## config.mk

```make
export PLATFORM = sky130hd
export DESIGN_NAME = rtp_datagram_header_stripper
export DESIGN_NICKNAME = d
export VERILOG_FILES = /design/src/rtl/rdhs_pkg.sv /design/src/rtl/rdhs_capture.sv /design/src/rtl/rdhs_classify.sv /design/src/rtl/rtp_datagram_header_stripper.sv
export SDC_FILE = /design/constraint.sdc
export NUM_CORES = 1
export LEC_CHECK = 0
export ABC_AREA = 1
export BUFFER_PORTS_ARGS = -buffer_cell sky130_fd_sc_hd__buf_2
export CAP_MARGIN = 20
export CORE_MARGIN = 8
export CORE_UTILIZATION = 56
export CTS_CLUSTER_DIAMETER = 30
export DETAILED_ROUTE_END_ITERATION = 10
export PLACE_DENSITY = 0.84
export SLEW_MARGIN = 20
export SYNTH_ARGS = -nofsm -noshare
export SYNTH_HDL_FRONTEND = slang
export SYNTH_SLANG_ARGS = --single-unit
```

## constraint.sdc

```tcl
create_clock -name clk -period 8.1 [get_ports clk]
set_clock_uncertainty 0.05 [all_clocks]
set_input_delay 1.62 -clock clk [delete_from_list [all_inputs] [get_ports clk]]
set_output_delay 1.62 -clock clk [all_outputs]
set_load 0.1 [all_outputs]
```

## src/rtl/rdhs_pkg.sv

```systemverilog
package rdhs_pkg;

	localparam int unsigned MAX_DATAGRAM_DEF = 4096;
	localparam logic [7:0]  MAGIC_RESET      = 8'h41;

	// arithmetic width for the classification, covers a shifted extension word
	localparam int unsigned CALC_W = 20;

	localparam int unsigned IDX_MAGIC  = 0;
	localparam int unsigned IDX_LEN_HI = 1;
	localparam int unsigned IDX_LEN_LO = 2;
	localparam int unsigned IDX_FLAGS  = 3;
	localparam int unsigned IDX_SEQ_HI = 5;
	localparam int unsigned IDX_SEQ_LO = 6;
	localparam int unsigned IDX_EXT_MIN = 4;

	localparam int unsigned RTP_HDR_BASE = 12;
	localparam int unsigned EXT_HI_OFS   = 5;
	localparam int unsigned EXT_LO_OFS   = 6;
	localparam int unsigned FRAME_HDR    = 3;
	localparam int unsigned EXT_HDR      = 4;
	localparam logic [1:0]  RTP_VERSION  = 2'd2;

	typedef enum logic [1:0] {
		KIND_TEXT = 2'd0,
		KIND_RTP  = 2'd1,
		KIND_RAW  = 2'd2,
		KIND_DROP = 2'd3
	} kind_t;

	typedef struct packed {
		logic [7:0]  first;
		logic [15:0] len;
		logic [7:0]  flags;
		logic [15:0] seq;
		logic [15:0] ext;
		logic [7:0]  pad;
	} hdr_fields_t;

	localparam hdr_fields_t HDR_CLEAR = '0;

endpackage

```

## src/rtl/rdhs_capture.sv

```systemverilog
module rdhs_capture
	import rdhs_pkg::*;
#(
	parameter int unsigned MAX_DATAGRAM = MAX_DATAGRAM_DEF,
	localparam int unsigned POS_W = $clog2(MAX_DATAGRAM + 1)
) (
	input  logic             clk,
	input  logic             arst_n,
	input  logic             s_tvalid,
	output logic             s_tready,
	input  logic [7:0]       s_tdata,
	input  logic             s_tlast,
	input  logic             res_ready,
	output logic             valid_s2,
	output hdr_fields_t      fields_s2,
	output logic [POS_W-1:0] count_s2
);

	localparam int unsigned CW = ((POS_W > 17) ? POS_W : 17) + 1;

	logic             valid_s1;
	logic [7:0]       data_s1;
	logic             last_s1;
	logic [POS_W-1:0] pos_q;
	hdr_fields_t      fld_q;

	logic             s2_free;
	logic             s1_move;
	logic             in_range;
	logic [CW-1:0]    idx_w;
	logic [CW-1:0]    pad_idx;
	logic [CW-1:0]    hdr_w;
	logic [6:0]       hdr7;
	hdr_fields_t      fld_nxt;
	logic [POS_W-1:0] pos_nxt;

	assign s2_free  = !valid_s2 || res_ready;
	assign s1_move  = valid_s1 && (!last_s1 || s2_free);
	assign s_tready = !valid_s1 || s1_move;

	always_comb begin
		in_range = pos_q < POS_W'(MAX_DATAGRAM);
		idx_w    = CW'(pos_q);
		pad_idx  = CW'(fld_q.len) + CW'(IDX_LEN_LO);
		hdr7     = 7'(RTP_HDR_BASE) + {1'b0, fld_q.flags[3:0], 2'b00};
		hdr_w    = CW'(hdr7);
		fld_nxt  = fld_q;
		pos_nxt  = pos_q;
		if (in_range) begin
			pos_nxt = pos_q + POS_W'(1);
			if (idx_w == CW'(IDX_MAGIC))  fld_nxt.first      = data_s1;
			if (idx_w == CW'(IDX_LEN_HI)) fld_nxt.len[15:8]  = data_s1;
			if (idx_w == CW'(IDX_LEN_LO)) fld_nxt.len[7:0]   = data_s1;
			if (idx_w == CW'(IDX_FLAGS))  fld_nxt.flags      = data_s1;
			if (idx_w == CW'(IDX_SEQ_HI)) fld_nxt.seq[15:8]  = data_s1;
			if (idx_w == CW'(IDX_SEQ_LO)) fld_nxt.seq[7:0]   = data_s1;
			if (idx_w >= CW'(IDX_FLAGS) && idx_w == pad_idx) fld_nxt.pad = data_s1;
			if (idx_w >= CW'(IDX_EXT_MIN)) begin
				if (idx_w == hdr_w + CW'(EXT_HI_OFS)) fld_nxt.ext[15:8] = data_s1;
				if (idx_w == hdr_w + CW'(EXT_LO_OFS)) fld_nxt.ext[7:0]  = data_s1;
			end
		end
	end

	always_ff @(posedge clk or negedge arst_n) begin
		if (!arst_n) begin
			valid_s1 <= 1'b0;
		end else if (s_tready) begin
			valid_s1 <= s_tvalid;
		end
	end

	always_ff @(posedge clk) begin
		if (s_tready && s_tvalid) begin
			data_s1 <= s_tdata;
			last_s1 <= s_tlast;
		end
	end

	// per-datagram state, cleared after the last beat
	always_ff @(posedge clk or negedge arst_n) begin
		if (!arst_n) begin
			pos_q <= '0;
			fld_q <= HDR_CLEAR;
		end else if (s1_move) begin
			if (last_s1) begin
				pos_q <= '0;
				fld_q <= HDR_CLEAR;
			end else begin
				pos_q <= pos_nxt;
				fld_q <= fld_nxt;
			end
		end
	end

	always_ff @(posedge clk or negedge arst_n) begin
		if (!arst_n) begin
			valid_s2 <= 1'b0;
		end else if (s1_move && last_s1) begin
			valid_s2 <= 1'b1;
		end else if (res_ready) begin
			valid_s2 <= 1'b0;
		end
	end

	always_ff @(posedge clk) begin
		if (s1_move && last_s1) begin
			fields_s2 <= fld_nxt;
			count_s2  <= pos_nxt;
		end
	end

endmodule

```

## src/rtl/rdhs_classify.sv

```systemverilog
module rdhs_classify
	import rdhs_pkg::*;
#(
	parameter int unsigned MAX_DATAGRAM = MAX_DATAGRAM_DEF,
	localparam int unsigned POS_W = $clog2(MAX_DATAGRAM + 1)
) (
	input  logic             clk,
	input  logic             arst_n,
	input  logic             cfg_wen,
	input  logic [7:0]       cfg_wdata,
	input  logic             valid_s2,
	input  hdr_fields_t      fields_s2,
	input  logic [POS_W-1:0] count_s2,
	output logic             res_ready,
	output logic             m_tvalid,
	input  logic             m_tready,
	output logic [55:0]      m_tdata,
	output logic [7:0]       m_tuser
);

	logic [7:0]        magic_q;
	logic              m_tvalid_q;
	logic [55:0]       m_tdata_q;
	logic [7:0]        m_tuser_q;

	logic [CALC_W-1:0] n_w;
	logic [CALC_W-1:0] len_w;
	logic [CALC_W-1:0] pad_w;
	logic [CALC_W-1:0] ext_w;
	logic [CALC_W-1:0] hdr0;
	logic [CALC_W-1:0] hdr1;
	logic [CALC_W-1:0] plen1;
	logic [CALC_W-1:0] plen2;
	logic [CALC_W-1:0] start;
	logic [CALC_W-1:0] offset_w;
	logic [CALC_W-1:0] plen_out;
	logic              framed;
	logic              len_ok;
	logic              is_rtp;
	logic              ext_apply;
	kind_t             kind;
	logic [15:0]       seq_out;

	always_comb begin
		n_w    = CALC_W'(count_s2);
		len_w  = CALC_W'(fields_s2.len);
		pad_w  = CALC_W'(fields_s2.pad);
		ext_w  = {CALC_W'(fields_s2.ext)} << 2;
		hdr0   = CALC_W'(RTP_HDR_BASE) + (CALC_W'(fields_s2.flags[3:0]) << 2);
		framed = (fields_s2.first == magic_q) && (n_w >= CALC_W'(FRAME_HDR));
		len_ok = (len_w != '0) && (len_w + CALC_W'(FRAME_HDR) <= n_w);
		is_rtp = (len_w >= CALC_W'(RTP_HDR_BASE)) && (fields_s2.flags[7:6] == RTP_VERSION);

		plen1 = len_w;
		if (fields_s2.flags[5] && (len_w >= hdr0 + CALC_W'(1)) &&
				(pad_w != '0) && (pad_w < len_w)) begin
			plen1 = len_w - pad_w;
		end

		ext_apply = fields_s2.flags[4] && (plen1 >= hdr0 + CALC_W'(EXT_HDR)) &&
			(ext_w != '0) && (ext_w <= plen1 - hdr0 - CALC_W'(EXT_HDR));
		hdr1 = ext_apply ? (hdr0 + CALC_W'(EXT_HDR) + ext_w) : hdr0;

		if (hdr1 < plen1) begin
			start = hdr1;
			plen2 = plen1 - hdr1;
		end else begin
			start = '0;
			plen2 = plen1;
		end

		kind     = KIND_TEXT;
		seq_out  = '0;
		offset_w = '0;
		plen_out = '0;
		if (framed) begin
			if (len_ok) begin
				if (is_rtp) begin
					kind     = KIND_RTP;
					seq_out  = fields_s2.seq;
					offset_w = start + CALC_W'(FRAME_HDR);
					plen_out = plen2;
				end else begin
					kind     = KIND_RAW;
					offset_w = CALC_W'(FRAME_HDR);
					plen_out = len_w;
				end
			end else begin
				kind = KIND_DROP;
			end
		end
	end

	assign res_ready = !m_tvalid_q || m_tready;

	always_ff @(posedge clk or negedge arst_n) begin
		if (!arst_n) begin
			magic_q <= MAGIC_RESET;
		end else if (cfg_wen) begin
			magic_q <= cfg_wdata;
		end
	end

	always_ff @(posedge clk or negedge arst_n) begin
		if (!arst_n) begin
			m_tvalid_q <= 1'b0;
		end else if (res_ready) begin
			m_tvalid_q <= valid_s2;
		end
	end

	always_ff @(posedge clk) begin
		if (res_ready && valid_s2) begin
			m_tdata_q <= {3'b000, n_w[12:0], plen_out[11:0], offset_w[11:0], seq_out};
			m_tuser_q <= {6'b000000, kind};
		end
	end

	assign m_tvalid = m_tvalid_q;
	assign m_tdata  = m_tdata_q;
	assign m_tuser  = m_tuser_q;

endmodule

```

## src/rtl/rtp_datagram_header_stripper.sv

```systemverilog
// result path: input register, header capture, output register
// throughput: one byte beat per cycle unless m_tready stalls, one result beat per datagram
// the registers stall on back-pressure; the input register stalls only on a last beat
// reset: arst_n clears all valid flags and per-datagram state, magic byte returns to 0x41
module rtp_datagram_header_stripper
	import rdhs_pkg::*;
#(
	parameter int unsigned MAX_DATAGRAM = MAX_DATAGRAM_DEF
) (
	input  logic        clk,
	input  logic        arst_n,
	input  logic        cfg_wen,
	input  logic [7:0]  cfg_wdata,
	input  logic        s_tvalid,
	output logic        s_tready,
	input  logic [7:0]  s_tdata,   // data_byte
	input  logic        s_tlast,
	output logic        m_tvalid,
	input  logic        m_tready,
	output logic [55:0] m_tdata,   // sequence_number, payload_offset, payload_length, datagram_length
	output logic [7:0]  m_tuser    // packet_kind
);

	localparam int unsigned POS_W = $clog2(MAX_DATAGRAM + 1);

	logic             res_ready;
	logic             valid_s2;
	hdr_fields_t      fields_s2;
	logic [POS_W-1:0] count_s2;

	rdhs_capture #(
		.MAX_DATAGRAM(MAX_DATAGRAM)
	) u_capture (
		.clk      (clk),
		.arst_n   (arst_n),
		.s_tvalid (s_tvalid),
		.s_tready (s_tready),
		.s_tdata  (s_tdata),
		.s_tlast  (s_tlast),
		.res_ready(res_ready),
		.valid_s2 (valid_s2),
		.fields_s2(fields_s2),
		.count_s2 (count_s2)
	);

	rdhs_classify #(
		.MAX_DATAGRAM(MAX_DATAGRAM)
	) u_classify (
		.clk      (clk),
		.arst_n   (arst_n),
		.cfg_wen  (cfg_wen),
		.cfg_wdata(cfg_wdata),
		.valid_s2 (valid_s2),
		.fields_s2(fields_s2),
		.count_s2 (count_s2),
		.res_ready(res_ready),
		.m_tvalid (m_tvalid),
		.m_tready (m_tready),
		.m_tdata  (m_tdata),
		.m_tuser  (m_tuser)
	);

endmodule
```

==> flow_summary.json <==
{
  "vias_per_cell": 5.65,
  "status": "finished, final reports clean",
  "clk_pin_slew_ps": 50,
  "async_flop_share_pct": 39.3,
  "cts_max_path_buffers": 3,
  "ios": 88,
  "critPathRequiredTime_ps": 8300,
  "r2r_slack_ps": 380,
  "ant_nets": 0,
  "vias": 12500,
  "final-max-slew-violation-count": 0,
  "ys.flop_type": "edfxtp_1",
  "grt.total_usage_pct": 23.8,
  "crit_slowest_cell": "edfxtp_1",
  "hp-class": "reg -> reg",
  "critical_path.max_stage_delay_ps": 410,
  "whs_ps": 413,
  "syn_inst": 1708,
  "drive_gt1_share_pct": 17.7,
  "p_seq_share_pct": 31.3,
  "period_share_pct": 95.3,
  "grt_pass1_wl_microns": 63200,
  "max-slew-margin-rel_pct": 29.5,
  "clock_latency_ps": 560,
  "cp.arrival_ps": 7920,
  "power_frac_clock_pct": 40.2,
  "synth-edff-count": 148,
  "antenna_found_initial": 0,
  "wl_microns": 39700,
  "fin_crit_ps": 7720,
  "seq_area_frac_synth_pct": 45.6,
  "worst_pin_slew_ps": 1050,
  "final_cell_area_sq_mm": 0.0177,
  "firstDrtPassIters": 7,
  "netSwitchingPower_mw": 1.72,
  "yosysTopAreaCell": "edfxtp_1",
  "final_nets": 1946,
  "drc": 0,
  "finalSetupTns_ps": 0,
  "placed_area_sq_mm": 0.0158,
  "cts_buffers": 46,
  "dieWidth_microns": 180,
  "area.growth.synth_to_final_pct": 17.7,
  "wl_per_cell_microns": 18.0,
  "numClockSinks": 244,
  "max-cap-violations": 0,
  "setup_viol_count_final": 0,
  "syn-cell-area_sq_mm": 0.0150,
  "h-tree-depth": 2,
  "cp_max_fo": 6,
  "diodes": 0,
  "root_buffer": "clkbuf_16",
  "netlist_top_cells_area": "edfxtp_1 (30%), dfrtp_1 (16%), ha_1 (7.8%), inv_1 (7.7%), nand2_1 (7.4%)",
  "worst_setup_path_end_kind": "flip-flop",
  "initial_core_util_pct": 56.3,
  "crit_type": "reg -> reg",
  "grt_max_degree": 83,
  "fmax_mhz": 130,
  "tritoncts": "done",
  "p_per_area_mw_per_mm2": 277,
  "ys_types": 61,
  "grt_overflow": 0,
  "yosys_warnings": 0,
  "cp_common_cell": "inv_1",
  "drt_iter0_markers": 1082,
  "leakagePower_nw": 8.66,
  "netSwitchingFraction_pct": 35.3,
  "finalHoldViolCount": 0,
  "vdd_drop_max_v": 0.000189,
  "fp.coreArea_sq_mm": 0.0267,
  "ys_ff_latch": 244,
  "port_buffers": 78,
  "cts_hold_buf": 0,
  "cp-start-kind": "flip-flop",
  "synth.avg_cell_area_sq_um": 8.79,
  "fp.dieArea_sq_mm": 0.0323,
  "power.share.combinational_pct": 28.6,
  "final_util_pct": 66.3,
  "place_congestion": 0.980,
  "rows": 60,
  "p_int_mw": 3.17,
  "grt_pass1_vias": 12500,
  "yosysTopAreaCellShare_pct": 29.6,
  "fp.dieH_microns": 180,
  "hpwl_microns": 27700,
  "n_fill_cell": 2017
}
## per-stage QoR
stage | power [mW] | setup slack, ps | std cells
after global placement | 2.81 | 147 | 2112
after CTS | 4.83 | 53.5 | 2198
after global routing | 5.10 | -63.5 | 2206
after detailed placement | 2.85 | -165 | 2112
final | 4.89 | 383 | 2206
after floorplan | 2.53 | 353 | 1717
## cell families (layout without fill, tap and decap cells)
logic type	after synthesis	after routing	synth area share [%]
compound gates	271	271	10.9
other cells	2	11	0.0500
buf+inv	370	517	9.95
fa+ha+maj	97	97	8.24
flops	244	244	45.6
xor+xnor	86	86	5.02
mux	7	7	0.525
simple gates	631	632	19.7
## cell type report
type,count,area [sq um],area share [%]
well taps,341,427,2.42
clock inverters,34,424,2.40
flip-flops and latches,244,6850,38.8
inverters,315,1190,6.72
clock buffers,52,1200,6.81
repair buffers,116,698,3.95
multi-input cells,1104,6870,38.9
## cell usage in the layout (no fill, tap or decap), types with 9 or more instances in the layout
cell        instances
xnor2_1            20
o21a_1             17
nand2_4            18
o21ai_0            82
nand4_1            20
dfrtp_1            94
nand3_2            13
nor4_1             10
nor2_1            111
nor3_1             22
a21oi_1            57
edfxtp_1          148
buf_4              36
xor2_1             65
inv_1             302
clkbuf_16          46
nand2_1           294
inv_2              11
clkinvlp_4         10
nand3_1            90
nand2_2            19
a21oi_2            13
o21ai_1             9
ha_1               86
o22ai_1            54
conb_1             11
buf_2              77
## worst max-delay path: cells and delay by family (launching register included)
family,cells,cell delay (ps)
AND/OR/NAND/NOR,18,1880
flip-flops,1,410
AO/OA/AOI/OAI,19,2830
adder cells (fa/ha/maj),5,1380
buffers and inverters,8,580
XOR/XNOR,2,230
## state kept, by name, indices dropped and copies added (netlist names)
signal,flops
u_capture.valid_s1,1
u_capture.fields_s2,72
u_capture.fld_q,72
u_capture.data_s1,8
u_capture.last_s1,1
u_classify.m_tvalid,1
u_capture.count_s2,13
u_capture.pos_q,13
u_capture.valid_s2,1
u_classify.m_tdata,52
u_classify.magic_q,8
u_classify.m_tuser,2
## what timing repair did
| action | 4_1_cts | 5_1_grt |
|---|---|---|
| hold endpoints to repair | 0 | 0 |
| pin swaps | 0 | 12 |
| cloned | 0 | 1 |
| resized for setup | 4 | 44 |
| setup endpoints to repair | 20 | 20 |
| buffers inserted | 0 | 6 |
## final timing paths
check                           cells past startpoint                     from                      to
worst max register to register                     52  u_capture.fields_s2[48]  u_classify.m_tdata[39]
max in group asynchronous                           2                   arst_n      u_capture.fld_q[9]
worst min register to register                      0   u_capture.count_s2[11]  u_classify.m_tdata[51]
min in group asynchronous                           1                   arst_n   u_classify.magic_q[3]
worst min-delay path                                0   u_capture.count_s2[11]  u_classify.m_tdata[51]
worst max-delay path                               52  u_capture.fields_s2[48]  u_classify.m_tdata[39]
## synthesized netlist by cell type (all sizes together) (3+ instances only)
cell type,instances
nand2,332
inv,315
edfxtp,148
nor2,123
nand3,104
o21ai,95
dfrtp,94
ha,94
a21oi,73
xor2,66
o22ai,54
clkbuf,32
nor3,26
buf,23
nand4,21
xnor2,20
o21a,17
nor4,12
a211oi,7
mux2,7
or2,6
a2111oi,4
a21o,4
o21bai,4
a21boi,3
and3,3
fa,3
## metal layers
metal / vias up / wire, microns / global-route usage [%]
met5: - / 0 / 0
met4: 0 / 1900 / 11.7
met3: 142 / 3160 / 4.52
met2: 559 / 18800 / 40.3
met1: 5911 / 15800 / 28.9
li1: 5861 / - / -
## power groups by stage
stage / Combinational, mW / Sequential (mW) / Clock [mW]
6_report: 1.40 / 1.53 / 1.96
5_1_grt: 1.52 / 1.54 / 2.04
2_1_floorplan: 0.873 / 1.66 / 0
3_3_place_gp: 1.26 / 1.54 / 0
3_5_place_dp: 1.30 / 1.55 / 0
4_1_cts: 1.32 / 1.53 / 1.98
No activity file was read; power rests on OpenSTA's default activity.
